<file path="config.mk">
export PLATFORM = sky130hd
export DESIGN_NAME = linear_ramp_interpolator_top_flat
export DESIGN_NICKNAME = d
export VERILOG_FILES = /design/src/rtl/core/lri_pkg.sv /design/src/rtl/core/lri_ifs.sv /design/src/rtl/core/lri_dp.sv /design/src/rtl/core/lri_ctrl.sv /design/src/rtl/core/linear_ramp_interpolator_top.sv /design/src/flat_wrapper.sv
export SDC_FILE = /design/constraint.sdc
export NUM_CORES = 2
export LEC_CHECK = 0
export BUFFER_PORTS_ARGS = -buffer_cell sky130_fd_sc_hd__buf_2
export CORE_MARGIN = 5
export CORE_UTILIZATION = 23
export DETAILED_ROUTE_END_ITERATION = 16
export GPL_TIMING_DRIVEN = 0
export PLACE_DENSITY_LB_ADDON = 0.12
export SYNTH_ARGS = -nofsm -noshare
export SYNTH_HDL_FRONTEND = slang
export SYNTH_SLANG_ARGS = --single-unit
export TNS_END_PERCENT = 50
</file>
<file path="constraint.sdc">
create_clock -name clk -period 26.2 [get_ports clk]
set_input_delay 5.24 -clock clk [delete_from_list [all_inputs] [get_ports clk]]
set_output_delay 5.24 -clock clk [all_outputs]
set_load 0.005 [all_outputs]
</file>
<file path="src/rtl/core/lri_pkg.sv">
// shared types, widths and constants of the linear ramp interpolator
`default_nettype none

package lri_pkg;

  // fixed-point formats
  localparam int FRAC_BITS = 16;
  localparam int VALUE_W   = 32;
  localparam int TIME_W    = 32;
  localparam int SLOPE_W   = 48;
  localparam int ROUND_W   = 16;
  localparam int OP_W      = 2;

  // configuration port
  localparam int CFG_IDX_W  = 2;
  localparam int CFG_DATA_W = 1;
  localparam logic [CFG_IDX_W-1:0] CFG_MAKE_CONTINUOUS  = CFG_IDX_W'(0);
  localparam logic [CFG_IDX_W-1:0] CFG_SAMPLE_PAST_GOAL = CFG_IDX_W'(1);

  // multiplier: |dt| times one slice of |slope| per pass
  localparam int CHUNK_W     = 16;
  localparam int NUM_CHUNKS  = SLOPE_W / CHUNK_W;
  localparam int CHUNK_IDX_W = $clog2(NUM_CHUNKS);
  localparam int PP_W        = TIME_W + CHUNK_W;
  localparam int ACC_W       = TIME_W + SLOPE_W;
  localparam int SH_W        = ACC_W - FRAC_BITS;

  // product magnitude clamp
  localparam int LIMIT_LOG2 = 40;
  localparam int MAG_W      = LIMIT_LOG2 + 1;
  localparam logic [MAG_W-1:0] PROD_LIMIT = MAG_W'(1) << LIMIT_LOG2;
  localparam int SUM_W      = MAG_W + 2;

  // divider
  localparam int DIV_NUM_W = VALUE_W + FRAC_BITS;
  localparam int DIV_CNT_W = $clog2(DIV_NUM_W);
  localparam int QX_W      = (DIV_NUM_W > SLOPE_W) ? DIV_NUM_W : SLOPE_W;

  // rounding
  localparam int SR_W = VALUE_W + 1;
  localparam logic [SR_W-1:0] HALF = SR_W'(1) << (FRAC_BITS - 1);

  // saturation bounds
  localparam logic [SLOPE_W-1:0] SLOPE_MAX = {1'b0, {(SLOPE_W-1){1'b1}}};
  localparam logic [SLOPE_W-1:0] SLOPE_MIN = {1'b1, {(SLOPE_W-1){1'b0}}};
  localparam logic [VALUE_W-1:0] VALUE_MAX = {1'b0, {(VALUE_W-1){1'b1}}};
  localparam logic [VALUE_W-1:0] VALUE_MIN = {1'b1, {(VALUE_W-1){1'b0}}};
  localparam logic [ROUND_W-1:0] ROUND_MAX = {1'b0, {(ROUND_W-1){1'b1}}};
  localparam logic [ROUND_W-1:0] ROUND_MIN = {1'b1, {(ROUND_W-1){1'b0}}};

  typedef enum logic [OP_W-1:0] {
    OP_SET_MOTION = 2'd0,
    OP_SET_GOAL   = 2'd1,
    OP_SAMPLE     = 2'd2
  } op_t;

  // where a new segment takes its start point from
  typedef enum logic [1:0] {
    SRC_INPUT  = 2'd0,
    SRC_SAMPLE = 2'd1,
    SRC_GOAL   = 2'd2
  } src_t;

  typedef struct packed {
    logic                   capture;
    logic                   prep;
    logic                   mul_pp;
    logic                   mul_acc;
    logic                   sat;
    logic                   sum;
    logic                   load_seg;
    src_t                   src;
    logic                   div_init;
    logic                   div_step;
    logic                   div_end;
    logic                   load_out;
    logic [CHUNK_IDX_W-1:0] chunk;
  } cmd_t;

  typedef struct packed {
    op_t op;
  } status_t;

endpackage

`default_nettype wire

</file>
<file path="src/rtl/core/lri_ifs.sv">
// request, response and configuration channel interfaces
`default_nettype none

interface lri_req_if;
  logic                                       valid;
  logic                                       ready;
  logic        [lri_pkg::OP_W-1:0]            operation;
  logic signed [lri_pkg::VALUE_W-1:0]         start_value;
  logic        [lri_pkg::TIME_W-1:0]          start_time;
  logic signed [lri_pkg::VALUE_W-1:0]         goal_value;
  logic        [lri_pkg::TIME_W-1:0]          goal_time;
  logic        [lri_pkg::TIME_W-1:0]          query_time;

  modport source (
    output valid, operation, start_value, start_time, goal_value, goal_time, query_time,
    input  ready
  );
  modport sink (
    input  valid, operation, start_value, start_time, goal_value, goal_time, query_time,
    output ready
  );
endinterface

interface lri_rsp_if;
  logic                               valid;
  logic                               ready;
  logic signed [lri_pkg::VALUE_W-1:0] sample_value;
  logic signed [lri_pkg::ROUND_W-1:0] sample_rounded;

  modport source (output valid, sample_value, sample_rounded, input ready);
  modport sink (input valid, sample_value, sample_rounded, output ready);
endinterface

interface lri_cfg_if;
  logic                                valid;
  logic                                ready;
  logic [lri_pkg::CFG_IDX_W-1:0]       index;
  logic [lri_pkg::CFG_DATA_W-1:0]      data;

  modport source (output valid, index, data, input ready);
  modport sink (input valid, index, data, output ready);
endinterface

`default_nettype wire

</file>
<file path="src/rtl/core/lri_dp.sv">
// datapath: segment registers, sliced multiplier, restoring divider, output register
`default_nettype none

module lri_dp (
  input  wire logic                                clk,
  input  wire logic                                rst,
  input  wire lri_pkg::cmd_t                       cmd,
  output lri_pkg::status_t                         status,
  input  wire logic                                sample_past_goal,
  input  wire logic        [lri_pkg::OP_W-1:0]     in_operation,
  input  wire logic signed [lri_pkg::VALUE_W-1:0]  in_start_value,
  input  wire logic        [lri_pkg::TIME_W-1:0]   in_start_time,
  input  wire logic signed [lri_pkg::VALUE_W-1:0]  in_goal_value,
  input  wire logic        [lri_pkg::TIME_W-1:0]   in_goal_time,
  input  wire logic        [lri_pkg::TIME_W-1:0]   in_query_time,
  output logic signed      [lri_pkg::VALUE_W-1:0]  out_value,
  output logic signed      [lri_pkg::ROUND_W-1:0]  out_rounded
);

  // request registers
  lri_pkg::op_t                         op_reg;
  logic signed [lri_pkg::VALUE_W-1:0]   sv_reg;
  logic        [lri_pkg::TIME_W-1:0]    st_reg;
  logic signed [lri_pkg::VALUE_W-1:0]   gv_reg;
  logic        [lri_pkg::TIME_W-1:0]    gt_reg;
  logic        [lri_pkg::TIME_W-1:0]    qt_reg;

  // segment
  logic        [lri_pkg::TIME_W-1:0]    seg_start_time;
  logic signed [lri_pkg::VALUE_W-1:0]   seg_start_value;
  logic        [lri_pkg::TIME_W-1:0]    seg_goal_time;
  logic signed [lri_pkg::VALUE_W-1:0]   seg_goal_value;
  logic        [lri_pkg::SLOPE_W-1:0]   seg_slope;

  // multiplier
  logic        [lri_pkg::TIME_W-1:0]    mt;
  logic        [lri_pkg::SLOPE_W-1:0]   ms;
  logic                                 prod_neg;
  logic        [lri_pkg::PP_W-1:0]      pp;
  logic        [lri_pkg::ACC_W-1:0]     acc;
  logic        [lri_pkg::MAG_W-1:0]     mag;
  logic signed [lri_pkg::VALUE_W-1:0]   value_reg;

  // divider
  logic        [lri_pkg::DIV_NUM_W-1:0] num;
  logic        [lri_pkg::TIME_W-1:0]    den;
  logic        [lri_pkg::TIME_W-1:0]    rem;
  logic                                 slope_neg;
  logic                                 slope_zero;

  // combinational
  logic        [lri_pkg::TIME_W:0]      dq;
  logic        [lri_pkg::CHUNK_W-1:0]   ms_chunk;
  logic        [lri_pkg::SH_W-1:0]      sh;
  logic signed [lri_pkg::SUM_W-1:0]     start_ext;
  logic signed [lri_pkg::SUM_W-1:0]     mag_ext;
  logic signed [lri_pkg::SUM_W-1:0]     sum;
  logic                                 sum_ovf;
  logic        [lri_pkg::VALUE_W-1:0]   sat_value;
  logic                                 hold;
  logic        [lri_pkg::VALUE_W:0]     dv;
  logic        [lri_pkg::TIME_W:0]      dts;
  logic        [lri_pkg::VALUE_W-1:0]   dv_abs;
  logic        [lri_pkg::TIME_W-1:0]    dt_abs;
  logic        [lri_pkg::TIME_W:0]      rem_sh;
  logic        [lri_pkg::TIME_W:0]      rem_diff;
  logic                                 rem_ge;
  logic        [lri_pkg::QX_W-1:0]      q_ext;
  logic                                 q_sat;
  logic        [lri_pkg::SLOPE_W-1:0]   slope_new;
  logic        [lri_pkg::SR_W-1:0]      rs;
  logic        [lri_pkg::SR_W-1:0]      rs_abs;
  logic        [lri_pkg::SR_W-1:0]      rq_mag;
  logic        [lri_pkg::SR_W-1:0]      rq;
  logic                                 rq_ovf;
  logic        [lri_pkg::ROUND_W-1:0]   round_value;

  assign status.op = op_reg;

  // sample path
  assign dq       = {1'b0, qt_reg} - {1'b0, seg_start_time};
  assign ms_chunk = ms[lri_pkg::SLOPE_W-1 - int'(cmd.chunk) * lri_pkg::CHUNK_W -:
                       lri_pkg::CHUNK_W];
  assign sh       = acc[lri_pkg::ACC_W-1:lri_pkg::FRAC_BITS];
  assign start_ext = lri_pkg::SUM_W'(seg_start_value);
  assign mag_ext   = lri_pkg::SUM_W'(mag);
  assign sum       = prod_neg ? (start_ext - mag_ext) : (start_ext + mag_ext);
  assign sum_ovf   = !((&sum[lri_pkg::SUM_W-1:lri_pkg::VALUE_W-1]) ||
                       (~|sum[lri_pkg::SUM_W-1:lri_pkg::VALUE_W-1]));
  assign sat_value = sum_ovf ? (sum[lri_pkg::SUM_W-1] ? lri_pkg::VALUE_MIN : lri_pkg::VALUE_MAX)
                             : sum[lri_pkg::VALUE_W-1:0];
  assign hold      = !sample_past_goal && (qt_reg >= seg_goal_time);

  // slope path
  assign dv     = {seg_goal_value[lri_pkg::VALUE_W-1], seg_goal_value} -
                  {seg_start_value[lri_pkg::VALUE_W-1], seg_start_value};
  assign dts    = {1'b0, seg_goal_time} - {1'b0, seg_start_time};
  assign dv_abs = lri_pkg::VALUE_W'(dv[lri_pkg::VALUE_W] ? -dv : dv);
  assign dt_abs = lri_pkg::TIME_W'(dts[lri_pkg::TIME_W] ? -dts : dts);

  assign rem_sh   = {rem, num[lri_pkg::DIV_NUM_W-1]};
  assign rem_ge   = rem_sh >= {1'b0, den};
  assign rem_diff = rem_sh - {1'b0, den};

  assign q_ext     = lri_pkg::QX_W'(num);
  assign q_sat     = |q_ext[lri_pkg::QX_W-1:lri_pkg::SLOPE_W-1];
  assign slope_new = slope_zero ? '0 :
                     slope_neg  ? (q_sat ? lri_pkg::SLOPE_MIN : -q_ext[lri_pkg::SLOPE_W-1:0]) :
                                  (q_sat ? lri_pkg::SLOPE_MAX : q_ext[lri_pkg::SLOPE_W-1:0]);

  // value plus one half, truncated toward zero
  assign rs     = lri_pkg::SR_W'(value_reg) + lri_pkg::HALF;
  assign rs_abs = rs[lri_pkg::SR_W-1] ? -rs : rs;
  assign rq_mag = rs_abs >> lri_pkg::FRAC_BITS;
  assign rq     = rs[lri_pkg::SR_W-1] ? -rq_mag : rq_mag;
  assign rq_ovf = !((&rq[lri_pkg::SR_W-1:lri_pkg::ROUND_W-1]) ||
                    (~|rq[lri_pkg::SR_W-1:lri_pkg::ROUND_W-1]));
  assign round_value = rq_ovf ? (rq[lri_pkg::SR_W-1] ? lri_pkg::ROUND_MIN : lri_pkg::ROUND_MAX)
                              : rq[lri_pkg::ROUND_W-1:0];

  always_ff @(posedge clk) begin
    if (cmd.capture) begin
      op_reg <= lri_pkg::op_t'(in_operation);
      sv_reg <= in_start_value;
      st_reg <= in_start_time;
      gv_reg <= in_goal_value;
      gt_reg <= in_goal_time;
      qt_reg <= in_query_time;
    end
    if (cmd.prep) begin
      mt       <= lri_pkg::TIME_W'(dq[lri_pkg::TIME_W] ? -dq : dq);
      ms       <= seg_slope[lri_pkg::SLOPE_W-1] ? -seg_slope : seg_slope;
      prod_neg <= dq[lri_pkg::TIME_W] ^ seg_slope[lri_pkg::SLOPE_W-1];
      acc      <= '0;
    end
    if (cmd.mul_pp) begin
      pp <= mt * ms_chunk;
    end
    if (cmd.mul_acc) begin
      acc <= (acc << lri_pkg::CHUNK_W) + lri_pkg::ACC_W'(pp);
    end
    if (cmd.sat) begin
      mag <= (sh > lri_pkg::SH_W'(lri_pkg::PROD_LIMIT)) ? lri_pkg::PROD_LIMIT
                                                        : sh[lri_pkg::MAG_W-1:0];
    end
    if (cmd.sum) begin
      value_reg <= hold ? seg_goal_value : sat_value;
    end
    if (cmd.div_init) begin
      num        <= lri_pkg::DIV_NUM_W'(dv_abs) << lri_pkg::FRAC_BITS;
      den        <= dt_abs;
      rem        <= '0;
      slope_neg  <= dv[lri_pkg::VALUE_W] ^ dts[lri_pkg::TIME_W];
      slope_zero <= (dts == '0);
    end
    if (cmd.div_step) begin
      rem <= rem_ge ? rem_diff[lri_pkg::TIME_W-1:0] : rem_sh[lri_pkg::TIME_W-1:0];
      num <= {num[lri_pkg::DIV_NUM_W-2:0], rem_ge};
    end
    if (cmd.load_out) begin
      out_value   <= value_reg;
      out_rounded <= round_value;
    end
  end

  // segment state, zero after reset
  always_ff @(posedge clk) begin
    if (rst) begin
      seg_start_time  <= '0;
      seg_start_value <= '0;
      seg_goal_time   <= '0;
      seg_goal_value  <= '0;
      seg_slope       <= '0;
    end else begin
      if (cmd.load_seg) begin
        case (cmd.src)
          lri_pkg::SRC_INPUT: begin
            seg_start_value <= sv_reg;
            seg_start_time  <= st_reg;
          end
          lri_pkg::SRC_SAMPLE: begin
            seg_start_value <= value_reg;
            seg_start_time  <= qt_reg;
          end
          lri_pkg::SRC_GOAL: begin
            seg_start_value <= seg_goal_value;
            seg_start_time  <= seg_goal_time;
          end
          default: begin
            seg_start_value <= seg_start_value;
            seg_start_time  <= seg_start_time;
          end
        endcase
        seg_goal_value <= gv_reg;
        seg_goal_time  <= gt_reg;
      end
      if (cmd.div_end) begin
        seg_slope <= slope_new;
      end
    end
  end

endmodule

`default_nettype wire

</file>
<file path="src/rtl/core/lri_ctrl.sv">
// controller: sequences capture, multiply, divide and result hand-off
`default_nettype none

module lri_ctrl (
  input  wire logic             clk,
  input  wire logic             rst,
  input  wire logic             in_valid,
  output logic                  in_ready,
  output logic                  out_valid,
  input  wire logic             out_ready,
  input  wire logic             make_continuous,
  output lri_pkg::cmd_t         cmd,
  input  wire lri_pkg::status_t status
);

  typedef enum logic [11:0] {
    S_IDLE     = 12'b0000_0000_0001,
    S_DECODE   = 12'b0000_0000_0010,
    S_PREP     = 12'b0000_0000_0100,
    S_MUL_PP   = 12'b0000_0000_1000,
    S_MUL_ACC  = 12'b0000_0001_0000,
    S_SAT      = 12'b0000_0010_0000,
    S_SUM      = 12'b0000_0100_0000,
    S_RESULT   = 12'b0000_1000_0000,
    S_LOAD     = 12'b0001_0000_0000,
    S_DIV_INIT = 12'b0010_0000_0000,
    S_DIV_STEP = 12'b0100_0000_0000,
    S_DIV_END  = 12'b1000_0000_0000
  } state_t;

  state_t                          state;
  state_t                          state_next;
  logic [lri_pkg::CHUNK_IDX_W-1:0] chunk;
  logic [lri_pkg::CHUNK_IDX_W-1:0] chunk_next;
  logic [lri_pkg::DIV_CNT_W-1:0]   cnt;
  logic [lri_pkg::DIV_CNT_W-1:0]   cnt_next;
  logic                            chunk_last;
  logic                            cnt_last;
  logic                            out_free;

  assign in_ready   = (state == S_IDLE);
  assign chunk_last = (chunk == lri_pkg::CHUNK_IDX_W'(lri_pkg::NUM_CHUNKS - 1));
  assign cnt_last   = (cnt == lri_pkg::DIV_CNT_W'(lri_pkg::DIV_NUM_W - 1));
  assign out_free   = !out_valid || out_ready;

  always_comb begin
    state_next = state;
    chunk_next = chunk;
    cnt_next   = cnt;
    cmd        = '0;
    cmd.chunk  = chunk;
    cmd.src    = lri_pkg::SRC_INPUT;
    case (state)
      S_IDLE: begin
        if (in_valid) begin
          cmd.capture = 1'b1;
          state_next  = S_DECODE;
        end
      end
      S_DECODE: begin
        case (status.op)
          lri_pkg::OP_SET_MOTION: state_next = S_LOAD;
          lri_pkg::OP_SET_GOAL:   state_next = make_continuous ? S_PREP : S_LOAD;
          lri_pkg::OP_SAMPLE:     state_next = S_PREP;
          default:                state_next = S_IDLE;
        endcase
      end
      S_PREP: begin
        cmd.prep   = 1'b1;
        chunk_next = '0;
        state_next = S_MUL_PP;
      end
      S_MUL_PP: begin
        cmd.mul_pp = 1'b1;
        state_next = S_MUL_ACC;
      end
      S_MUL_ACC: begin
        cmd.mul_acc = 1'b1;
        chunk_next  = chunk + 1'b1;
        state_next  = chunk_last ? S_SAT : S_MUL_PP;
      end
      S_SAT: begin
        cmd.sat    = 1'b1;
        state_next = S_SUM;
      end
      S_SUM: begin
        cmd.sum    = 1'b1;
        state_next = (status.op == lri_pkg::OP_SAMPLE) ? S_RESULT : S_LOAD;
      end
      S_RESULT: begin
        if (out_free) begin
          cmd.load_out = 1'b1;
          state_next   = S_IDLE;
        end
      end
      S_LOAD: begin
        cmd.load_seg = 1'b1;
        if (status.op == lri_pkg::OP_SET_MOTION) begin
          cmd.src = lri_pkg::SRC_INPUT;
        end else if (make_continuous) begin
          cmd.src = lri_pkg::SRC_SAMPLE;
        end else begin
          cmd.src = lri_pkg::SRC_GOAL;
        end
        state_next = S_DIV_INIT;
      end
      S_DIV_INIT: begin
        cmd.div_init = 1'b1;
        cnt_next     = '0;
        state_next   = S_DIV_STEP;
      end
      S_DIV_STEP: begin
        cmd.div_step = 1'b1;
        cnt_next     = cnt + 1'b1;
        if (cnt_last) begin
          state_next = S_DIV_END;
        end
      end
      S_DIV_END: begin
        cmd.div_end = 1'b1;
        state_next  = S_IDLE;
      end
      default: begin
        state_next = S_IDLE;
      end
    endcase
  end

  always_ff @(posedge clk) begin
    if (rst) begin
      state     <= S_IDLE;
      chunk     <= '0;
      cnt       <= '0;
      out_valid <= 1'b0;
    end else begin
      state <= state_next;
      chunk <= chunk_next;
      cnt   <= cnt_next;
      if (cmd.load_out) begin
        out_valid <= 1'b1;
      end else if (out_ready) begin
        out_valid <= 1'b0;
      end
    end
  end

  // a pending result is never overwritten
  a_no_overwrite: assert property (@(posedge clk) disable iff (rst)
    cmd.load_out |-> (!out_valid || out_ready))
    else $error("result register loaded while a result is pending");

  // a sample request never alters the segment
  a_sample_no_load: assert property (@(posedge clk) disable iff (rst)
    cmd.load_seg |-> (status.op != lri_pkg::OP_SAMPLE))
    else $error("segment loaded during a sample request");

  // divider runs its full step count before the slope is written
  a_div_len: assert property (@(posedge clk) disable iff (rst)
    (state == S_DIV_STEP && cnt_last) |=> (state == S_DIV_END))
    else $error("divider did not finish after its last step");

  // an accepted request is decoded next
  a_decode: assert property (@(posedge clk) disable iff (rst)
    cmd.capture |=> (state == S_DECODE))
    else $error("accepted request not decoded");

endmodule

`default_nettype wire

</file>
<file path="src/rtl/core/linear_ramp_interpolator_top.sv">
// top level of the linear ramp interpolator: channels, config registers, control and datapath
// sequence: a sample request is captured, decoded, multiplied slice by slice, clamped and
//   summed, then waits for a free output register; set-motion and plain set-goal load the
//   segment and run the one-bit-a-cycle divider; a continuous set-goal adds the sample path
// throughput: one request at a time; the next is taken as soon as the block is back in idle,
//   even while the last result still sits in the output register
// reset: rst is synchronous, active high; it clears the segment, slope and mode bits to zero
`default_nettype none

module linear_ramp_interpolator_top (
  input wire logic   clk,
  input wire logic   rst,
  lri_req_if.sink    req,
  lri_rsp_if.source  rsp,
  lri_cfg_if.sink    cfg
);

  // mode bits
  logic make_continuous;
  logic sample_past_goal;

  // control/datapath link
  lri_pkg::cmd_t    cmd;
  lri_pkg::status_t status;

  // configuration writes are always taken; unknown indexes are dropped
  assign cfg.ready = 1'b1;

  always_ff @(posedge clk) begin
    if (rst) begin
      make_continuous  <= 1'b0;
      sample_past_goal <= 1'b0;
    end else if (cfg.valid) begin
      case (cfg.index)
        lri_pkg::CFG_MAKE_CONTINUOUS:  make_continuous  <= cfg.data[0];
        lri_pkg::CFG_SAMPLE_PAST_GOAL: sample_past_goal <= cfg.data[0];
        default: begin
          make_continuous  <= make_continuous;
          sample_past_goal <= sample_past_goal;
        end
      endcase
    end
  end

  // sequencer: owns the request/result handshakes and the iteration counters
  lri_ctrl u_ctrl (
    .clk             (clk),
    .rst             (rst),
    .in_valid        (req.valid),
    .in_ready        (req.ready),
    .out_valid       (rsp.valid),
    .out_ready       (rsp.ready),
    .make_continuous (make_continuous),
    .cmd             (cmd),
    .status          (status)
  );

  // arithmetic: segment state, 3-pass sliced multiplier, restoring divider, result register
  lri_dp u_dp (
    .clk              (clk),
    .rst              (rst),
    .cmd              (cmd),
    .status           (status),
    .sample_past_goal (sample_past_goal),
    .in_operation     (req.operation),
    .in_start_value   (req.start_value),
    .in_start_time    (req.start_time),
    .in_goal_value    (req.goal_value),
    .in_goal_time     (req.goal_time),
    .in_query_time    (req.query_time),
    .out_value        (rsp.sample_value),
    .out_rounded      (rsp.sample_rounded)
  );

endmodule

`default_nettype wire
</file>
<file path="src/flat_wrapper.sv">
// flat-port wrapper written by rule: the top's interface ports become plain ports
module linear_ramp_interpolator_top_flat 
  (clk, rst, req_valid, req_operation, req_start_value, req_start_time, req_goal_value, req_goal_time, req_query_time, req_ready, rsp_valid, rsp_sample_value, rsp_sample_rounded, rsp_ready, cfg_valid, cfg_index, cfg_data, cfg_ready);
  lri_req_if req_i ();
  lri_rsp_if rsp_i ();
  lri_cfg_if cfg_i ();
  input wire logic clk;
  input wire logic rst;
  input wire logic [$bits(req_i.valid)-1:0] req_valid;
  input wire logic [$bits(req_i.operation)-1:0] req_operation;
  input wire logic [$bits(req_i.start_value)-1:0] req_start_value;
  input wire logic [$bits(req_i.start_time)-1:0] req_start_time;
  input wire logic [$bits(req_i.goal_value)-1:0] req_goal_value;
  input wire logic [$bits(req_i.goal_time)-1:0] req_goal_time;
  input wire logic [$bits(req_i.query_time)-1:0] req_query_time;
  output wire logic [$bits(req_i.ready)-1:0] req_ready;
  output wire logic [$bits(rsp_i.valid)-1:0] rsp_valid;
  output wire logic [$bits(rsp_i.sample_value)-1:0] rsp_sample_value;
  output wire logic [$bits(rsp_i.sample_rounded)-1:0] rsp_sample_rounded;
  input wire logic [$bits(rsp_i.ready)-1:0] rsp_ready;
  input wire logic [$bits(cfg_i.valid)-1:0] cfg_valid;
  input wire logic [$bits(cfg_i.index)-1:0] cfg_index;
  input wire logic [$bits(cfg_i.data)-1:0] cfg_data;
  output wire logic [$bits(cfg_i.ready)-1:0] cfg_ready;
  assign req_i.valid = req_valid;
  assign req_i.operation = req_operation;
  assign req_i.start_value = req_start_value;
  assign req_i.start_time = req_start_time;
  assign req_i.goal_value = req_goal_value;
  assign req_i.goal_time = req_goal_time;
  assign req_i.query_time = req_query_time;
  assign req_ready = req_i.ready;
  assign rsp_valid = rsp_i.valid;
  assign rsp_sample_value = rsp_i.sample_value;
  assign rsp_sample_rounded = rsp_i.sample_rounded;
  assign rsp_i.ready = rsp_ready;
  assign cfg_i.valid = cfg_valid;
  assign cfg_i.index = cfg_index;
  assign cfg_i.data = cfg_data;
  assign cfg_ready = cfg_i.ready;
  linear_ramp_interpolator_top u_core (.clk(clk), .rst(rst), .req(req_i), .rsp(rsp_i), .cfg(cfg_i));
endmodule
</file>
==> results.yml <==
die:
  die_w_um: 539
  die_y_um: 539
  core-area_um2: 279000
  num_rows: 194
  ios: 221
  start_util_pct: 23.1
  dieArea_um2: 291000
sta:
  hold_viol_final: 0
  fin_skew_ps: 55.6
  grt_setup_unrepaired: "false"
  fin_setup_tns_ps: 0
  period_needed_ps: 11060
  worstMarginPinSlew_ps: 1290
  setup_viol_count_final: 0
  whs_ps: 444
  slew_headroom_pct: 13.9
  finalCritPeriodShare_pct: 42.2
  slew_viol_final: 0
  max_clock_freq_ghz: 0.0904
global_route:
  grt-ovfl-total: 0
  antenna_found_initial: 14
  grtUsageTotal_pct: 15.9
  grt_max_degree: 66
  grt_pass1_wl_um: 352000
  grt_pass1_vias: 52300
clocking:
  cts_setup_buffers: 0
  cts-resized-gates: 0
  cts.sinks: 805
  root_buffer: "clkbuf_16"
  cts_buffer_depth: 3
  cts_buffers: 100
  ctsHoldBuffers: 0
  clk_pin_slew_worst_paths_ps: 60
  cts_htree_levels: 3
  tritoncts: "yes"
  clk_latency_ps: 720
critical_path:
  cp_max_fo: 10
  cp.required_ps: 26650
  worstSetupPathType: "reg2reg"
  crit_path_max_incr_delay_ps: 920
  crit_buf_inv: 6
  reg2reg_slack_ps: 15140
  cpMaxStageDelayCell: "nor2_1"
  startpoint_type: "flip-flop"
  arrival_ps: 11510
  crit_family: "adder cells"
  crit_top_cell: "fa_1"
  cp-end-kind: "flip-flop"
finish:
  final_cell_count_no_fill: 11100
  areaGrowthSynthToFinish_pct: 14.8
  fin_nets: 8234
  largest_register_ffs: 80
  regMostFlops: "u_core.u_dp.acc"
  drive_gt1_share_pct: 6.73
synth:
  synth-seq-cells: 805
  syn_inst: 6933
  synth_top_area_cell: "edfxtp_1"
  yosysMostFrequentCell: "inv_1"
  synthArstFlopShare_pct: 0
  synth_flop_cell: "edfxtp_1"
  synthTopCellsByArea: "edfxtp_1 (28%), fa_1 (13%), ha_1 (7.2%), dfxtp_1 (6.2%), a21oi_1 (4.5%)"
  synth_cell_type_count: 97
  netlist_top_cells_count: "inv_1 (700), nor2_1 (693), nand2_1 (666)"
  ys_seq_area_share_pct: 34.4
  synth_edf_count: 606
  synth_top_area_share_pct: 28.3
  ys_warn_count: 0
  synthesis.area_um2: 64400
  post_synth.cell_area_avg_um2: 9.29
detailed_routing:
  drtIter0Drc: 3271
  routedWlPerCell_um: 21.5
  vias_per_cell: 4.63
  drt.antenna.violating_nets: 0
  dr.pass1.iters: 6
  vias: 51300
  drcViolationCount: 0
  routed_wl_um: 239000
worst_hold_path:
  hp-class: "reg2reg"
place:
  place_hpwl_um: 193000
  gp_congestion: 0.886
  port_buffers: 218
  place_inst: 10900
status:
  status: "complete, no violations"
pwr:
  power_density_nw_per_um2: 54.9
  vdd_drop_max_mv: 0.0420
  p_leak_nw: 29.1
run:
  cap_violations: 0
-- cells in the final DEF (no fill, tap or decap), drive strengths merged, types with 52 or more instances in the layout --
| cell type | n |
|---|---|
| a21o | 145 |
| a21oi | 580 |
| a22oi | 102 |
| and2 | 315 |
| buf | 268 |
| clkbuf | 407 |
| dfxtp | 199 |
| edfxtp | 606 |
| fa | 424 |
| ha | 370 |
| inv | 706 |
| mux2i | 54 |
| nand2 | 666 |
| nand2b | 52 |
| nand3 | 82 |
| nand4 | 61 |
| nor2 | 693 |
| nor3 | 102 |
| nor4 | 54 |
| o21ai | 215 |
| o31ai | 56 |
| or3 | 56 |
| xnor2 | 306 |
| xor2 | 160 |
-- cell families after synthesis --
group / Yosys count / synth area share, %
adders and majority gates: 794 / 20.4
muxes: 61 / 0.962
buffers and inverters: 1017 / 5.98
DFF: 805 / 34.4
other: 1 / 0.00582
AOI/OAI and AO/OA: 1485 / 14.7
and+or+nand+nor: 2304 / 17.2
xor gates and xnor gates: 466 / 6.35
-- layout make-up --
cell class                 count  area [um^2]
timing repair buffer         234         1380
tap                         3724         4660
clock buffer                 124         2690
clock inverter                64          709
sequential                   805        22200
fill                       30100       205000
antenna                        4         10.0
multi-input combinational   5112        38400
inverter                     700         2630
buffer                       317         1230
-- metrics by stage --
stage	setup slack (ps)	instance area (um^2)	util, %	power, mW
2_1_floorplan	16730	64400	-	2.27
3_3_place_gp	13880	70200	25.1	2.66
3_5_place_dp	15010	70500	25.3	2.64
4_1_cts	14980	73900	26.5	4.13
5_1_grt	14570	73900	26.5	4.28
6_report	15140	73900	26.5	4.06
-- worst paths after layout --
check / from / endpoint / depth (start not counted)
worst min register to register: u_core.u_dp.value_reg[20]$_DFFE_PN_ / u_core.u_dp.out_value[20]$_DFFE_PP_ / 0
worst max-delay path: u_core.u_ctrl.chunk[0]$_SDFFE_PP0P_ / u_core.u_dp.pp[47]$_DFFE_PP_ / 28
worst min-delay path: u_core.u_dp.value_reg[20]$_DFFE_PN_ / u_core.u_dp.out_value[20]$_DFFE_PP_ / 0
worst max register to register: u_core.u_ctrl.chunk[0]$_SDFFE_PP0P_ / u_core.u_dp.pp[47]$_DFFE_PP_ / 28
-- power by group --
group | switching, mW | internal (mW)
sequential | 0.0760 | 1.51
clock | 0.594 | 0.858
combinational | 0.643 | 0.375
-- layer usage --
layer / up-vias / global-route usage (%) / wire length, um
li1: 24600 / - / -
met1: 25500 / 21.8 / 111000
met2: 1062 / 26.8 / 112000
met3: 201 / 2.03 / 9710
met4: 0 / 3.57 / 5470
met5: - / 0 / 0
Power figures use the tool's default switching activity.
